[config.mk]
export PLATFORM = sky130hd
export DESIGN_NAME = wps_front
export DESIGN_NICKNAME = d
export VERILOG_FILES = /design/src/hw/rtl/wps_pkg.sv /design/src/hw/rtl/wps_front.sv
export SDC_FILE = /design/constraint.sdc
export NUM_CORES = 1
export LEC_CHECK = 0
export BUFFER_PORTS_ARGS = -buffer_cell sky130_fd_sc_hd__buf_2
export CAP_MARGIN = 20
export CORE_ASPECT_RATIO = 1.4
export CORE_MARGIN = 3
export CORE_UTILIZATION = 42
export DETAILED_ROUTE_END_ITERATION = 10
export MAX_ROUTING_LAYER = met4
export PLACE_DENSITY = 0.8
export RECOVER_POWER = 100
export SLEW_MARGIN = 5
export SYNTH_ARGS = -nofsm -noshare
export SYNTH_HDL_FRONTEND = slang
export SYNTH_SLANG_ARGS = --single-unit
[constraint.sdc]
create_clock -name clk -period 2.4 [get_ports clk]
set_clock_uncertainty 0.2 [all_clocks]
set_input_delay 0.12 -clock clk [delete_from_list [all_inputs] [get_ports clk]]
set_output_delay 0.12 -clock clk [all_outputs]
set_load 0.01 [all_outputs]
[src/hw/rtl/wps_pkg.sv]
`timescale 1ns / 1ps
// ----------------------------------------------------------------------------
// wps_pkg
// shared types, constants and helpers of the led strip serializer
// ----------------------------------------------------------------------------
package wps_pkg;

    localparam int MAX_PIXELS = 256;
    localparam int PIX_AW     = $clog2(MAX_PIXELS);
    localparam int NUM_W      = 9;
    localparam int WORD_W     = 24;
    localparam int BIT_CNT_W  = 5;
    localparam int PHASE_W    = 16;
    localparam int ADDR_W     = 4;
    localparam int DATA_W     = 32;

    localparam logic [BIT_CNT_W-1:0] BITS_PER_PIXEL = BIT_CNT_W'(WORD_W);
    localparam logic [NUM_W-1:0]     PIX_LIMIT      = NUM_W'(MAX_PIXELS);

    typedef enum logic [1:0] {
        ACT_SET  = 2'd0,
        ACT_SHOW = 2'd1,
        ACT_TICK = 2'd2,
        ACT_NONE = 2'd3
    } action_t;

    typedef enum logic [2:0] {
        COL_OFF   = 3'd0,
        COL_RED   = 3'd1,
        COL_GREEN = 3'd2,
        COL_BLUE  = 3'd3,
        COL_WHITE = 3'd4
    } color_t;

    localparam logic [1:0] REG_NUM_PIXELS  = 2'd0;
    localparam logic [1:0] REG_SHORT_TICKS = 2'd1;
    localparam logic [1:0] REG_LONG_TICKS  = 2'd2;
    localparam logic [1:0] REG_LATCH_TICKS = 2'd3;

    typedef struct packed {
        logic [NUM_W-1:0]   num_pixels;
        logic [NUM_W-1:0]   pix_count;
        logic [7:0]         short_ticks;
        logic [7:0]         long_ticks;
        logic [PHASE_W-1:0] latch_ticks;
    } cfg_t;

    typedef struct packed {
        action_t             act;
        logic [PIX_AW-1:0]   idx;
        logic [WORD_W-1:0]   word;
        logic                in_range;
    } op_t;

    typedef struct packed {
        logic line_level;
        logic busy_res;
        logic frame_done;
    } res_t;

    // grb word: green 23..16, red 15..8, blue 7..0
    function automatic logic [WORD_W-1:0] color_word(input logic [2:0] code);
        logic [WORD_W-1:0] w;
        begin
            case (code)
                COL_RED:   w = 24'h00FF00;
                COL_GREEN: w = 24'hFF0000;
                COL_BLUE:  w = 24'h0000FF;
                COL_WHITE: w = 24'hFFFFFF;
                default:   w = '0;
            endcase
            return w;
        end
    endfunction

endpackage

[src/hw/rtl/wps_front.sv]
`timescale 1ns / 1ps
// ----------------------------------------------------------------------------
// wps_front
// accepts items, decodes them and queues them for the waveform engine
// ----------------------------------------------------------------------------
module wps_front (
    input  logic                         clk,
    input  logic                         rst_n,
    input  logic                         push,
    output logic                         full,
    input  logic [1:0]                   action,
    input  logic [wps_pkg::PIX_AW-1:0]   pixel_index,
    input  logic [2:0]                   color_code,
    input  wps_pkg::cfg_t                cfg,
    output logic                         op_valid,
    output wps_pkg::op_t                 op,
    input  logic                         op_pop
);

    wps_pkg::op_t op_mem_reg [2];
    logic         wr_ptr_reg;
    logic         rd_ptr_reg;
    logic [1:0]   count_reg;
    logic         push_ok;
    logic         pop_ok;
    wps_pkg::op_t dec_op;

    assign full     = (count_reg == 2'd2);
    assign op_valid = (count_reg != 2'd0);
    assign push_ok  = push && !full;
    assign pop_ok   = op_pop && op_valid;
    assign op       = op_mem_reg[rd_ptr_reg];

    always_comb
    begin
        dec_op.act      = wps_pkg::action_t'(action);
        dec_op.idx      = pixel_index;
        dec_op.word     = wps_pkg::color_word(color_code);
        dec_op.in_range = ({1'b0, pixel_index} < cfg.pix_count);
    end

    always_ff @(posedge clk)
    begin
        if (push_ok)
        begin
            op_mem_reg[wr_ptr_reg] <= dec_op;
        end
    end

    always_ff @(posedge clk or negedge rst_n)
    begin
        if (!rst_n)
        begin
            wr_ptr_reg <= 1'b0;
            rd_ptr_reg <= 1'b0;
            count_reg  <= 2'd0;
        end
        else
        begin
            if (push_ok)
            begin
                wr_ptr_reg <= !wr_ptr_reg;
            end
            if (pop_ok)
            begin
                rd_ptr_reg <= !rd_ptr_reg;
            end
            case ({push_ok, pop_ok})
                2'b10:   count_reg <= count_reg + 2'd1;
                2'b01:   count_reg <= count_reg - 2'd1;
                default: count_reg <= count_reg;
            endcase
        end
    end

endmodule

# After elaboration in Yosys (flattened, before gate mapping)

Memories as Yosys holds them, arrays and structs flattened.
Cells that the tools add are included.

Divide/modulo/power cells: 0
Mux-type cells: 4
Shifts and indexed selects: 0
$mul: 0
Reduce and logical (&&, ||, !) cells: 7
Equality and inequality tests: 7
Bitwise operators: 0
Order comparisons: 1
Add/subtract/negate cells: 2

Operator list:

| operator            | count |
|---|---|
| $pmux 24 s4         | 1 |
| $lt 8x9->1          | 1 |
| $eq 3x2->1 const B  | 2 |
| $eq 2x2->1 const B  | 2 |
| $pmux 2 s2          | 1 |
| $reduce_bool 2->1   | 2 |
| $eq 3x1->1 const B  | 1 |
| $eq 3x3->1 const B  | 1 |
| $logic_not 1->1     | 3 |
| $add 2x1->2 const B | 1 |
| $eq 2x1->1 const B  | 1 |
| $logic_and 1x1->1   | 2 |
| $mux 1              | 2 |
| $sub 2x1->2 const B | 1 |

Memory bits (writable): 70
Register bits after elaboration: 4
Bits in read-only memories: 0
Memories kept: 1
Input bits: 67
Logic and storage cells: 25
Bits in latches: 0

Memory list:

| name       | words | width | read ports | clocked after Yosys merged registers in | write ports | RTL line        | source |
|---|---|---|---|---|---|---|---|
| op_mem_reg | 2     | 35    | 1          | 0                                       | 1           | wps_front.sv:20 | `wps_pkg::op_t op_mem_reg [2];` |

# Logic depth before layout (Yosys ltp)

Word-level depth: 5
Depth in mapped cells: 6
Gate-level depth less buffers: 6

# Worst setup path before layout

No wires, ideal clock.

Kind: reg-to-reg
Start point: reg count_reg[0]
End point: mem op_mem_reg[0][0] (netlist name) (enable)
Arrival: 1241 ps
Buffers on the path: 0
Cell stages (with the launch flop): 4
Required time: 1816 ps
Slack: 574 ps
Setup time: 384 ps
Period minus slack after synthesis: 1826 ps
Path through: dfrtp_1 > nand2b_1 > nand2_1 > nor2_1

Word-level cells in the longest chain between the ends: 5

Ends and longest elaborated chain:

| element                      | RTL line        | source |
|---|---|---|
| start: declaration           | wps_front.sv:23 | `logic [1:0] count_reg;` |
| start signal: assignment     | wps_front.sv:69 | `2'b10: count_reg <= count_reg + 2'd1;` |
| start signal: assignment     | wps_front.sv:70 | `2'b01: count_reg <= count_reg - 2'd1;` |
| start signal: assignment     | wps_front.sv:71 | `default: count_reg <= count_reg;` |
| $eq 2x2->1                   | wps_front.sv:28 | `assign full = (count_reg == 2'd2);` |
| $logic_not 1->1              | wps_front.sv:30 | `assign push_ok = push && !full;` |
| $logic_and 1x1->1            | wps_front.sv:30 |  |
| $mux 1                       | wps_front.sv:44 | `if (push_ok)` |
| $mux 1 (not written as such) | wps_front.sv:46 | `op_mem_reg[wr_ptr_reg] <= dec_op;` |
| end: declaration             | wps_front.sv:20 |  |

Every way passes these cells.

# Worst setup path after layout

Start point: reg count_reg[0]
End point: mem op_mem_reg[0][32] (netlist name) (enable)

Same word-level chain as after synthesis.

==> metrics.txt <==
run status completed; post-synthesis cell area 1600 um^2; root buf cell clkbuf_8; period utilization 84.7%; Sink Count 32; # hold bufs at CTS 16; Max rail drop VDD about 0.57 mV; synthesis-to-finish area growth 25.3%; largest net degree at the start of global routing 16; ys flop type edfxtp_1; CP Capture Type flop; Finished Layout Cells about 220; Die Wd between 50 and 60 um; Max transition margin approximately 44%; drt wl/cell roughly 13 um; CTS max path bufs 2; IO Pins about 100; Core ar. approximately 3500 um^2; Worst-Skew Late Latency ~0.27 ns; initial antenna violation count 0; Distinct cells, synth 25; Startpoint Class flop; placed inst area 1790 um^2; most frequent cells in the layout clkbuf_1, edfxtp_1, buf_2; global-route wire length before repair 4600 um; WP data required approximately 2.1 ns; CP Class flop to flop; Routed Wire Length approximately 2900 um; dpl cells just under 200; commonest non-fill, non-tap cell in the layout clkbuf_1; Chip Height just under 80 um; gpl congestion about 0.75; synth warn 0; Setup WS post-layout 0.366 ns; Critical Path AT roughly 1.7 ns; residual DRC count 0; # diodes 0; Fin. Hold Viols 0; CTS tree done; IO buf count 62; RSZ-0062 raised after global routing false; FMAX around 490 MHz; nets@finish 253; Slew @ Worst Pin between 0.8 and 0.9 ns; Post-CTS Resized 0; number of flops mapped to enable cells by yosys 28; Setup TNS 0 ns; Die ar. 4590 um^2; drt first-iter violations 23; Post-CTS Setup Bufs 0; Clock transition at path regs approximately 0.06 ns; Hold WC Path Type primary input to flop; pre-CTS setup slack about 0.6 ns; standard-cell rows 25; number of global-route vias before repair ~1100; Post-DP HPWL 2080 um; critical path peak fanout 14; ys async rst share about 13%; Clock H-tree levels 2; Slew Limit Fails 0; Via density about 4.8; Seq/Total Area, Yosys 58.9%; final worst path period need around 2.0 ns; maxcap violations 0; total CTS buffers 5; gr usage total about 14%; Pwr Total 2.17 mW; design area 2000 um^2; Largest register FFs 28; share of post-route cells with drive strength above 1 approximately a fifth; endpoints failing setup 0; Pwr per Cell Area roughly 1100 nW/um^2; post-synthesis area per instance approximately 14 um^2; total congestion overflow 0; leak pwr 0.792 nW; Post-Synthesis Cells between 100 and 150; fill count 328; DRT Pass-1 Iters 4; vias 1047; Starting Density 45.6%; FF+latch count, synth 32; Routed Antenna Nets 0; Synthesized Nets between 150 and 200
path summary, 6_finish.rpt:
path                                          start                           to  slack [ns]  cells after the start
setup / recovery           count_reg[0]$_DFFE_PN0P_  op_mem_reg[0][32]$_DFFE_PP_        0.37                      4
hold / removal                        color_code[2]  op_mem_reg[0][16]$_DFFE_PP_        0.06                      3
setup reg to reg           count_reg[0]$_DFFE_PN0P_  op_mem_reg[0][32]$_DFFE_PP_        0.37                      4
hold reg to reg            count_reg[1]$_DFFE_PN0P_     count_reg[1]$_DFFE_PN0P_        0.31                      1
max in group asynchronous                     rst_n     count_reg[0]$_DFFE_PN0P_        1.29                      3
min in group asynchronous                     rst_n       rd_ptr_reg$_DFFE_PN0P_        0.54                      3
stage by stage:
step | utilization (%) | hold WS [ns]
after floorplan | - | -0.376
after global placement | 51.1 | -0.276
after detailed placement | 51.1 | -0.271
after CTS | 58.9 | 0.0444
after global routing | 57.1 | 0.0579
final | 57.1 | 0.0573
final cells by class:
| class | count | area [um^2] | area share (%) |
|---|---|---|---|
| clock buffers | 5 | 68.8 | 3.44 |
| clock inverters | 3 | 42.5 | 2.13 |
| inverters | 9 | 33.8 | 1.69 |
| multi-input cells | 51 | 447 | 22.3 |
| flip-flops and latches | 32 | 941 | 47.0 |
| well taps | 40 | 50.0 | 2.50 |
| repair buffers | 79 | 419 | 20.9 |
worst max-delay path, cell delays in order (launching register included):
cell and delay [ns]:
dfrtp_1 0.42, nand2b_1 0.17, nand2_1 0.12, nor2_1 0.11, clkbuf_1 0.64
cells in the mapped netlist (2+ instances only):
cell,number,area [um^2]
edfxtp_1,28,841
buf_4,21,158
mux2_2,14,158
inv_1,9,33.8
ha_1,8,100
dfrtp_1,4,100
xnor2_1,4,35.0
a21oi_1,3,15.0
nand2_1,3,11.3
nand2b_1,3,18.8
nor2_1,3,11.3
xor2_1,2,17.5
kinds of logic after synthesis:
family	after synthesis	share of synthesized area (%)
flip-flops	32	58.9
AND/OR/NAND/NOR	14	4.86
XOR/XNOR	6	3.29
adder cells (fa/ha/maj)	8	6.26
AO/OA/AOI/OAI	8	3.21
multiplexers	15	10.5
buffers and inverters	32	13.0
per-layer routing:
| layer | track usage [%] | part of all wire [%] | up-vias |
|---|---|---|---|
| li1 | - | - | 507 |
| met1 | 11.7 | 35 | 486 |
| met2 | 27.6 | 58 | 52 |
| met3 | 4.39 | 6.5 | 2 |
| met4 | 3.94 | 0.65 | 0 |
| met5 | - | 0 | - |
power breakdown:
group	internal, mW	switching [mW]
clock network	0.307	0.190
registers	0.774	0.0985
logic	0.330	0.466
Note: power is estimated with default switching activity, not from simulation.
