### config.mk
export PLATFORM = sky130hd
export DESIGN_NAME = wps_cfg
export DESIGN_NICKNAME = d
export VERILOG_FILES = /design/src/hw/rtl/wps_pkg.sv /design/src/hw/rtl/wps_cfg.sv
export SDC_FILE = /design/constraint.sdc
export NUM_CORES = 1
export LEC_CHECK = 0
export ABC_AREA = 1
export BUFFER_PORTS_ARGS = -buffer_cell sky130_fd_sc_hd__buf_2
export CAP_MARGIN = 15
export CORE_UTILIZATION = 47
export CTS_BUF_LIST = sky130_fd_sc_hd__clkbuf_16
export DETAILED_ROUTE_END_ITERATION = 6
export PLACE_DENSITY = 0.95
export SYNTH_ARGS = -nofsm -noshare
export SYNTH_HDL_FRONTEND = slang
export SYNTH_SLANG_ARGS = --single-unit
### constraint.sdc
create_clock -name clk -period 2.1 [get_ports clk]
set_clock_uncertainty 0.2 [all_clocks]
set_input_delay 0 -clock clk [delete_from_list [all_inputs] [get_ports clk]]
set_output_delay 0 -clock clk [all_outputs]
set_load 0.02 [all_outputs]
### src/hw/rtl/wps_pkg.sv
`timescale 1ns / 1ps
// ----------------------------------------------------------------------------
// wps_pkg
// shared types, constants and helpers of the led strip serializer
// ----------------------------------------------------------------------------
package wps_pkg;

    localparam int MAX_PIXELS = 256;
    localparam int PIX_AW     = $clog2(MAX_PIXELS);
    localparam int NUM_W      = 9;
    localparam int WORD_W     = 24;
    localparam int BIT_CNT_W  = 5;
    localparam int PHASE_W    = 16;
    localparam int ADDR_W     = 4;
    localparam int DATA_W     = 32;

    localparam logic [BIT_CNT_W-1:0] BITS_PER_PIXEL = BIT_CNT_W'(WORD_W);
    localparam logic [NUM_W-1:0]     PIX_LIMIT      = NUM_W'(MAX_PIXELS);

    typedef enum logic [1:0] {
        ACT_SET  = 2'd0,
        ACT_SHOW = 2'd1,
        ACT_TICK = 2'd2,
        ACT_NONE = 2'd3
    } action_t;

    typedef enum logic [2:0] {
        COL_OFF   = 3'd0,
        COL_RED   = 3'd1,
        COL_GREEN = 3'd2,
        COL_BLUE  = 3'd3,
        COL_WHITE = 3'd4
    } color_t;

    localparam logic [1:0] REG_NUM_PIXELS  = 2'd0;
    localparam logic [1:0] REG_SHORT_TICKS = 2'd1;
    localparam logic [1:0] REG_LONG_TICKS  = 2'd2;
    localparam logic [1:0] REG_LATCH_TICKS = 2'd3;

    typedef struct packed {
        logic [NUM_W-1:0]   num_pixels;
        logic [NUM_W-1:0]   pix_count;
        logic [7:0]         short_ticks;
        logic [7:0]         long_ticks;
        logic [PHASE_W-1:0] latch_ticks;
    } cfg_t;

    typedef struct packed {
        action_t             act;
        logic [PIX_AW-1:0]   idx;
        logic [WORD_W-1:0]   word;
        logic                in_range;
    } op_t;

    typedef struct packed {
        logic line_level;
        logic busy_res;
        logic frame_done;
    } res_t;

    // grb word: green 23..16, red 15..8, blue 7..0
    function automatic logic [WORD_W-1:0] color_word(input logic [2:0] code);
        logic [WORD_W-1:0] w;
        begin
            case (code)
                COL_RED:   w = 24'h00FF00;
                COL_GREEN: w = 24'hFF0000;
                COL_BLUE:  w = 24'h0000FF;
                COL_WHITE: w = 24'hFFFFFF;
                default:   w = '0;
            endcase
            return w;
        end
    endfunction

endpackage

### src/hw/rtl/wps_cfg.sv
`timescale 1ns / 1ps
// ----------------------------------------------------------------------------
// wps_cfg
// apb register file for pixel count and waveform timing
// ----------------------------------------------------------------------------
module wps_cfg (
    input  logic                         clk,
    input  logic                         rst_n,
    input  logic                         psel,
    input  logic                         penable,
    input  logic                         pwrite,
    input  logic [wps_pkg::ADDR_W-1:0]   paddr,
    input  logic [wps_pkg::DATA_W-1:0]   pwdata,
    output logic [wps_pkg::DATA_W-1:0]   prdata,
    output logic                         pready,
    output wps_pkg::cfg_t                cfg
);

    logic [wps_pkg::NUM_W-1:0]   num_pixels_reg;
    logic [7:0]                  short_ticks_reg;
    logic [7:0]                  long_ticks_reg;
    logic [wps_pkg::PHASE_W-1:0] latch_ticks_reg;
    logic                        wr_en;
    logic [1:0]                  reg_sel;

    assign pready  = 1'b1;
    assign wr_en   = psel && penable && pwrite && pready;
    assign reg_sel = paddr[3:2];

    always_ff @(posedge clk or negedge rst_n)
    begin
        if (!rst_n)
        begin
            num_pixels_reg  <= wps_pkg::NUM_W'(256);
            short_ticks_reg <= 8'd25;
            long_ticks_reg  <= 8'd50;
            latch_ticks_reg <= 16'd25000;
        end
        else if (wr_en)
        begin
            case (reg_sel)
                wps_pkg::REG_NUM_PIXELS:  num_pixels_reg  <= pwdata[wps_pkg::NUM_W-1:0];
                wps_pkg::REG_SHORT_TICKS: short_ticks_reg <= pwdata[7:0];
                wps_pkg::REG_LONG_TICKS:  long_ticks_reg  <= pwdata[7:0];
                wps_pkg::REG_LATCH_TICKS: latch_ticks_reg <= pwdata[wps_pkg::PHASE_W-1:0];
                default:                  ;
            endcase
        end
    end

    always_comb
    begin
        case (reg_sel)
            wps_pkg::REG_NUM_PIXELS:  prdata = wps_pkg::DATA_W'(num_pixels_reg);
            wps_pkg::REG_SHORT_TICKS: prdata = wps_pkg::DATA_W'(short_ticks_reg);
            wps_pkg::REG_LONG_TICKS:  prdata = wps_pkg::DATA_W'(long_ticks_reg);
            wps_pkg::REG_LATCH_TICKS: prdata = wps_pkg::DATA_W'(latch_ticks_reg);
            default:                  prdata = '0;
        endcase
    end

    always_comb
    begin
        cfg.num_pixels  = num_pixels_reg;
        // pixel count saturates at the store depth
        cfg.pix_count   = (num_pixels_reg > wps_pkg::PIX_LIMIT) ? wps_pkg::PIX_LIMIT
                                                                : num_pixels_reg;
        cfg.short_ticks = short_ticks_reg;
        cfg.long_ticks  = long_ticks_reg;
        cfg.latch_ticks = latch_ticks_reg;
    end

endmodule

# --- Yosys cells after proc, flatten, opt, wreduce, memory -nomap -nowiden ---
# Index checks and enable logic that the tools add are counted.
word_totals:
  ff_bits: 41
  output_inout_bits: 83
classes:
  magnitude_cmp: 1
  eq_ne: 3
  mux: 2
  n_reduce_logical: 7
op_table:
  columns: ["operator", "n"]
  rows:
  - ["32-bit one-hot mux with 4 select lines", 1]
  - ["9-bit greater-than comparator, second input constant", 1]
  - ["9-bit two-way mux", 1]
  - ["2-bit AND reduction", 4]
  - ["2-bit == test, second input constant", 2]
  - ["2-bit by 1-bit == test with 1-bit output, second input constant", 1]
  - ["1-bit logical AND", 2]
  - ["2-bit zero test", 1]

# --- Logic depth before layout (Yosys ltp) ---
# Gate-level depths: netlist of the first run.
depth:
  word_depth: 3
  mapped_depth: 6
  ltp_nobuf: 5

# --- Worst setup path after synthesis of the first run ---
# Ideal clock, no wire load.
synth_path:
  path_type: "register to output"
  startpoint: "register latch_ticks_reg[8] (netlist name)"
  endpoint: "output prdata[8] (netlist name)"
  arrival_ns: 1.122
  slack_ns: 0.778
  path_stages_with_launch: 3
  path_cell_list: "dfstp_2 -> inv_1 -> o21ai_0"
synth_via:
  elab_chain_cells: 1
synth_lines:
  columns: ["item", "line_no", "text"]
  rows:
  - ["start, declared", "wps_cfg.sv:22", "logic [wps_pkg::PHASE_W-1:0] latch_ticks_reg;"]
  - ["start signal, assigned", "wps_cfg.sv:45", "wps_pkg::REG_LATCH_TICKS: latch_ticks_reg <= pwdata[wps_pkg::PHASE_W-1:0];"]
  - ["32-bit one-hot mux with 4 select lines", "wps_cfg.sv:53", "case (reg_sel)"]
  - ["end, declared", "wps_cfg.sv:14", "output logic [wps_pkg::DATA_W-1:0] prdata,"]
# Every way passes these cells. The select of a mux whose other input is x is not followed.

# --- Worst setup path in the final report of the first run ---
layout_path:
  startpoint: "input pwrite"
  endpoint: "register latch_ticks_reg[12] (netlist name)"
layout_via:
  elab_chain_cells: 2
layout_lines:
  columns: ["item", "line_no", "text"]
  rows:
  - ["start, declared", "wps_cfg.sv:11", "input logic pwrite,"]
  - ["1-bit logical AND", "wps_cfg.sv:27", "assign wr_en = psel && penable && pwrite && pready;"]
  - ["2-bit AND reduction (no line)", null, null]
# Every way passes these cells.
# A chain may end at the register's enable or synchronous reset.

==> qor.txt, run 1 <==
status: finished, final reports clean
CP Max Fanout: 32
critical path class: input pin to flip-flop
die extent in x: 68.40 um
fin cells: 413
yosys synthesis warning count: 0
Sequential Power Share: 39.7%
final hold viol count: 0
Slew HR: 40.62%
Mapped Area: 2072 um2
Leakage Power: 1.478 nW
Mean Syn Cell Area: 8.157 um2
gr ovfl total: 0
worst slew pin tran: 0.8907 ns
most common cell after layout, fill and taps aside: buf_2
Cell Int Power: 0.001802 W
CTS clock-pin slew for the worst setup and hold paths: 0.06 ns
Placed Area: 2440 um2
initial drt markers: 110
worst flop-to-flop path startpoint: num_pixels_reg[8]$_DFFE_PN1P_
Slew Viols, Final: 0
Cells after DPL: 383
worst ir drop on vdd: 719.9 uV
area delta synth->final: 34.60%
Syn Inst Count: 254
CTS Hold Bufs: 21
fmax: 542.5 MHz
GPL Wtd Cong: 0.8674
post-layout min period: 1.843 ns
Critical Path AT: 1.83 ns
total routed wirelength: 6078 um
routed length per instance: 14.72 um
Critical Path Source: pwrite
port bufs: 88
CP Cell Sequence: dlygate4sd3_1 > buf_2 > nand3_2 > nor2_4 > nand2_1 > o21ai_0
Worst Path Required: 2.09 ns
first drt pass iteration count: 4
Clk Latency, worst-skew pair: 0.28 ns
detailed placer's ending HPWL: 3608 um
CTS sink count: 41
vias post-DR: 2107
Core Region: 4115 um2
Ports: 124
Seq/Total Area, Yosys: 50.30%
H-tree levels: 2
Largest register FFs: 16
synth unique cells: 17
die area: 4678 um2
share of cells above drive strength 1: 31.22%
Starting Density: 50.35%
RSZ-0062 raised after global routing: false
Clock Power Share: 24.3%
Switch Pwr: 0.001178 W
Final TNS setup: 0 ns
Worst Hold Class: input pin to flip-flop
Setup violations, final: 0
total of max-cap violations: 0
Die Span Y: 68.40 um
commonest cells after routing, fill and taps aside: buf_2, nand2_1, nor2_1, inv_1, dfrtp_1
number of global-route vias before repair: 1885
Final Cell Area: 2789 um2
first-pass GRT wire length: 9287 um
Sw Share: 39.52%
Remaining DRCs: 0
critical path launch point type: input pin
Total Power: 0.002980 W
largest net degree at the start of global routing: 42
post-CTS setup buffer count: 0
slowest stage delay, CP: 0.58 ns
worst setup margin: 0.2567 ns
Rows: 23
Synth Register Bits: 41
crit path max-delay cell type: nor2_4
ANT nets after route: 0
CTS resizes: 0
number of CTS-inserted buffers: 5
CP endpoint kind: flip-flop
Power Density: 1069 nW/um2
Final Cycle Share: 87.78%
Total GRT Usage: 28.56%
worst hold start: paddr[2]
Root Buffer: clkbuf_16
Setup WS pre-CTS: 0.6876 ns
vias per cell: 5.102
initial antenna violation count: 0
clock tree buffer depth: 2
Logic pwr share: 36.0%
nets@finish: 402
CTS tree: yes
[metrics by stage]
stage	utilization, %	hold WS (ns)
2_1_floorplan	-	-0.4956
3_3_place_gp	59.29	-0.03817
3_5_place_dp	59.29	-0.03603
4_1_cts	67.71	0.02574
5_1_grt	67.71	0.07148
6_report	67.77	0.04606
[critical path, delay by kind of cell]
family / cells / cell delay [ns]
AND/OR/NAND/NOR: 3 / 0.95
buffers and inverters: 2 / 0.72
AO/OA/AOI/OAI: 1 / 0.16
[routing by layer]
layer,vias to the layer above,wire [um],track usage [%]
met5,-,0,0
met4,0,267,16.41
met3,33,549,7.667
met2,139,3087,47.30
met1,956,2173,33.05
li1,979,-,-
[synth_stat cells]
cell type	n	share of area [%]
nand2_1	54	9.8
nor2_1	45	8.2
inv_1	31	5.6
dfrtp_1	28	34
a21oi_1	24	5.8
buf_4	19	6.9
dfstp_2	13	16
o21ai_0	9	2.2
o21ai_1	9	2.2
nand4_1	8	2.4
buf_6	4	2.2
nor2_4	4	2.2
conb_1	2	0.36
clkbuf_1	1	0.18
nand2_2	1	0.30
nand3_2	1	0.48
nand4_4	1	1.0
[cells by family (layout without fill, tap and decap cells)]
| kind of cell | after synthesis | count (layout) | share of synthesized area, % |
|---|---|---|---|
| simple gates | 114 | 114 | 24.34 |
| flops | 41 | 41 | 50.30 |
| compound gates | 42 | 42 | 10.14 |
| buf+inv | 55 | 148 | 14.85 |
| other cells | 2 | 18 | 0.3625 |
[cell type report]
type | instances | area [um2]
antenna | 1 | 2.502
tap | 50 | 62.56
sequential | 41 | 1042
timing repair buffer | 109 | 650.6
clock inverter | 3 | 11.26
clock buffer | 5 | 125.1
inverter | 31 | 116.4
fill | 299 | 1326
multi-input combinational | 173 | 778.2
[worst paths after layout]
| path | depth (start not counted) | endpoint | slack [ns] |
|---|---|---|---|
| worst max register to register | 3 | num_pixels_reg[8]$_DFFE_PN1P_ | 0.52 |
| worst min-delay path | 5 | short_ticks_reg[3]$_DFFE_PN1P_ | 0.05 |
| worst min register to register | 2 | short_ticks_reg[3]$_DFFE_PN1P_ | 0.31 |
| max in group asynchronous | 2 | long_ticks_reg[7]$_DFFE_PN0P_ | 0.97 |
| min in group asynchronous | 2 | latch_ticks_reg[2]$_DFFE_PN0P_ | 0.17 |
| worst max-delay path | 6 | latch_ticks_reg[12]$_DFFE_PN0P_ | 0.26 |
[power groups by stage]
stage / combinational (W) / sequential (W) / clock [W]
global placement: 0.000992 / 0.00118 / 0
finish: 0.00107 / 0.00118 / 0.000725
detailed placement: 0.00102 / 0.00118 / 0
global route: 0.00117 / 0.00121 / 0.000764
floorplan: 0.000447 / 0.00140 / 0
CTS: 0.00106 / 0.00117 / 0.000726
Note: power is estimated with default switching activity, not from simulation.
==> inputs of run 2 (changes only) <==
--- a/config.mk
+++ b/config.mk
@@ -8,6 +8,7 @@
 export ABC_AREA = 1
 export BUFFER_PORTS_ARGS = -buffer_cell sky130_fd_sc_hd__buf_2
 export CAP_MARGIN = 15
+export CORE_ASPECT_RATIO = 2
 export CORE_UTILIZATION = 47
 export CTS_BUF_LIST = sky130_fd_sc_hd__clkbuf_16
 export DETAILED_ROUTE_END_ITERATION = 6
==> run 2 against run 1 <==
  * Routed wire length decreased by 12%
  * Via count shrank 3.7%
  * Clock power is 35% higher
  * Die area rose by 0.35%
  * Clock-buffer cell count unchanged
==> qor.txt, run 2 (synthesized netlist as in run 1, its figures left out) <==
status: finished, final reports clean
Worst Path Required: 1.90 ns (-0.19 ns)
number of CTS-inserted buffers: 5 (unchanged)
worst hold start: paddr[2]
CP Cell Sequence: inv_1 > nor2_1 > nor2_1 > buf_2
CTS Hold Bufs: 21 (unchanged)
critical path launch point type: flip-flop
slowest stage delay, CP: 0.59 ns (about the same)
Clock Power Share: 30.5% (+6.2 points)
vias post-DR: 2029 (-3.7%)
fmax: 591.8 MHz (+9.1%)
Min-Delay Endpoint: short_ticks_reg[3]$_DFFE_PN1P_
detailed placer's ending HPWL: 3746 um (+3.8%)
RSZ-0062 raised after global routing: false
worst ir drop on vdd: 940.2 uV (+31%)
clock tree buffer depth: 2 (unchanged)
initial drt markers: 34 (-69%)
Sequential Power Share: 36.7% (-3.0 points)
first drt pass iteration count: 4 (unchanged)
worst reg2reg path endpoint: num_pixels_reg[8]$_DFFE_PN1P_
Die Span Y: 95.90 um (+40%)
routed length per instance: 12.86 um (-13%)
Remaining DRCs: 0 (unchanged)
Core Region: 4170 um2 (+1.3%)
total of max-cap violations: 0 (unchanged)
die extent in x: 48.95 um (-28%)
CTS clock-pin slew for the worst setup and hold paths: 0.06 ns (about the same)
Setup violations, final: 0 (unchanged)
Root Buffer: clkbuf_16
share of cells above drive strength 1: 32.04% (+0.83 points)
die area: 4694 um2 (+0.35%)
final hold viol count: 0 (unchanged)
CTS tree: yes
critical path class: flip-flop to output pin
Worst Hold Class: input pin to flip-flop
Slew HR: 42.06% (+1.4 points)
Rows: 33 (+43%)
commonest cells after routing, fill and taps aside: buf_2, nand2_1, nor2_1, inv_1, dfrtp_1
crit path max-delay cell type: dfstp_2
Starting Density: 49.68% (-0.66 points)
Cells after DPL: 385 (+0.52%)
Largest register FFs: 16 (unchanged)
first-pass GRT wire length: 8673 um (-6.6%)
CP endpoint kind: output pin
total routed wirelength: 5323 um (-12%)
fin cells: 414 (+0.24%)
H-tree levels: 2 (unchanged)
Slew Viols, Final: 0 (unchanged)
worst flop-to-flop path startpoint: num_pixels_reg[8]$_DFFE_PN1P_
Clk Latency, worst-skew pair: 0.28 ns (about the same)
worst slew pin tran: 0.8691 ns (-0.02155 ns)
most common cell after layout, fill and taps aside: buf_2
largest net degree at the start of global routing: 42 (unchanged)
Switch Pwr: 0.001162 W (-1.4%)
Sw Share: 36.13% (-3.4 points)
initial antenna violation count: 0 (unchanged)
CTS sink count: 41 (unchanged)
most frequent CP cell: nor2_1
Final Cycle Share: 80.47% (-7.3 points)
Critical Path AT: 1.49 ns (-0.34 ns)
port bufs: 88 (unchanged)
gr ovfl total: 0 (unchanged)
Leakage Power: 1.494 nW (+1.1%)
GPL Wtd Cong: 0.7683 (-11%)
Logic pwr share: 32.8% (-3.2 points)
ANT nets after route: 0 (unchanged)
Total GRT Usage: 25.08% (-3.5 points)
Final TNS setup: 0 ns (unchanged)
area delta synth->final: 37.20%
vias per cell: 4.901 (-3.9%)
Ports: 124 (unchanged)
number of global-route vias before repair: 1893 (+0.42%)
CTS resizes: 0 (unchanged)
flop2flop setup slack: 0.55 ns (+0.03 ns)
Power Density: 1131 nW/um2 (+5.8%)
cell count of the worst hold path: 5 (unchanged)
CP Max Fanout: 7 (-78%)
post-CTS setup buffer count: 0 (unchanged)
Worst R2R Path Depth: 3 (unchanged)
# diodes: 0 (-1)
Cell Int Power: 0.002053 W (+14%)
nets@finish: 402 (unchanged)
post-layout min period: 1.690 ns (-0.1535 ns)
==> run 2: cell type report <==
cell class	instances	area (um2)
clock buffers	5	125.1
clock inverters	3	65.06
repair buffers	109	650.6
fillers	323	1328
inverters	31	116.4
flip-flops and latches	41	1042
well taps	52	65.06
multi-input cells	173	778.2
==> run 2: power groups by stage <==
stage,logic (W),clock network [W],registers (W)
2_1_floorplan,0.000447,0,0.00140
3_3_place_gp,0.000992,0,0.00118
3_5_place_dp,0.00102,0,0.00119
4_1_cts,0.00106,0.000984,0.00118
5_1_grt,0.00115,0.00103,0.00121
6_report,0.00106,0.000980,0.00118
==> run 2: stage by stage <==
| stage | hold WS [ns] | util, % | power, W | worst slack, ns | instance area [um2] |
|---|---|---|---|---|---|
| floorplan | -0.4956 | - | 0.001845 | 0.7783 | 2128 |
| global placement | -0.04548 | 58.57 | 0.002172 | 0.7373 | 2442 |
| detailed placement | -0.04117 | 58.57 | 0.002206 | 0.6834 | 2442 |
| CTS | 0.02726 | 68.17 | 0.003218 | 0.3850 | 2843 |
| global route | 0.06468 | 68.17 | 0.003390 | 0.2994 | 2843 |
| finish | 0.04083 | 68.17 | 0.003215 | 0.4102 | 2843 |
==> run 2: critical path, delay by kind of cell, from the launching register on <==
kind / cells / cell delay (ns)
buffers and inverters: 2 / 0.22
flip-flops: 1 / 0.59
AND/OR/NAND/NOR: 2 / 0.39
==> run 2: routing by layer <==
layer	vias to the layer above	track usage [%]	routed length (um)
li1	974	-	-
met1	919	25.36	1935
met2	110	43.40	2764
met3	26	8.215	378
met4	0	16.91	245
met5	-	0	0
==> run 2: worst max path at each step <==
| stage | cells after the start | endpoint | start | slack [ns] |
|---|---|---|---|---|
| after floorplan | 2 | prdata[8] | latch_ticks_reg[8]$_DFFE_PN1P_ | 0.78 |
| after global routing | 4 | cfg[39] | num_pixels_reg[8]$_DFFE_PN1P_ | 0.30 |
| after CTS | 4 | cfg[39] | num_pixels_reg[8]$_DFFE_PN1P_ | 0.39 |
| after global placement | 4 | latch_ticks_reg[11]$_DFFE_PN0P_ | paddr[2] | 0.74 |
| final | 4 | cfg[39] | num_pixels_reg[8]$_DFFE_PN1P_ | 0.41 |
| after detailed placement | 4 | latch_ticks_reg[10]$_DFFE_PN0P_ | paddr[2] | 0.68 |
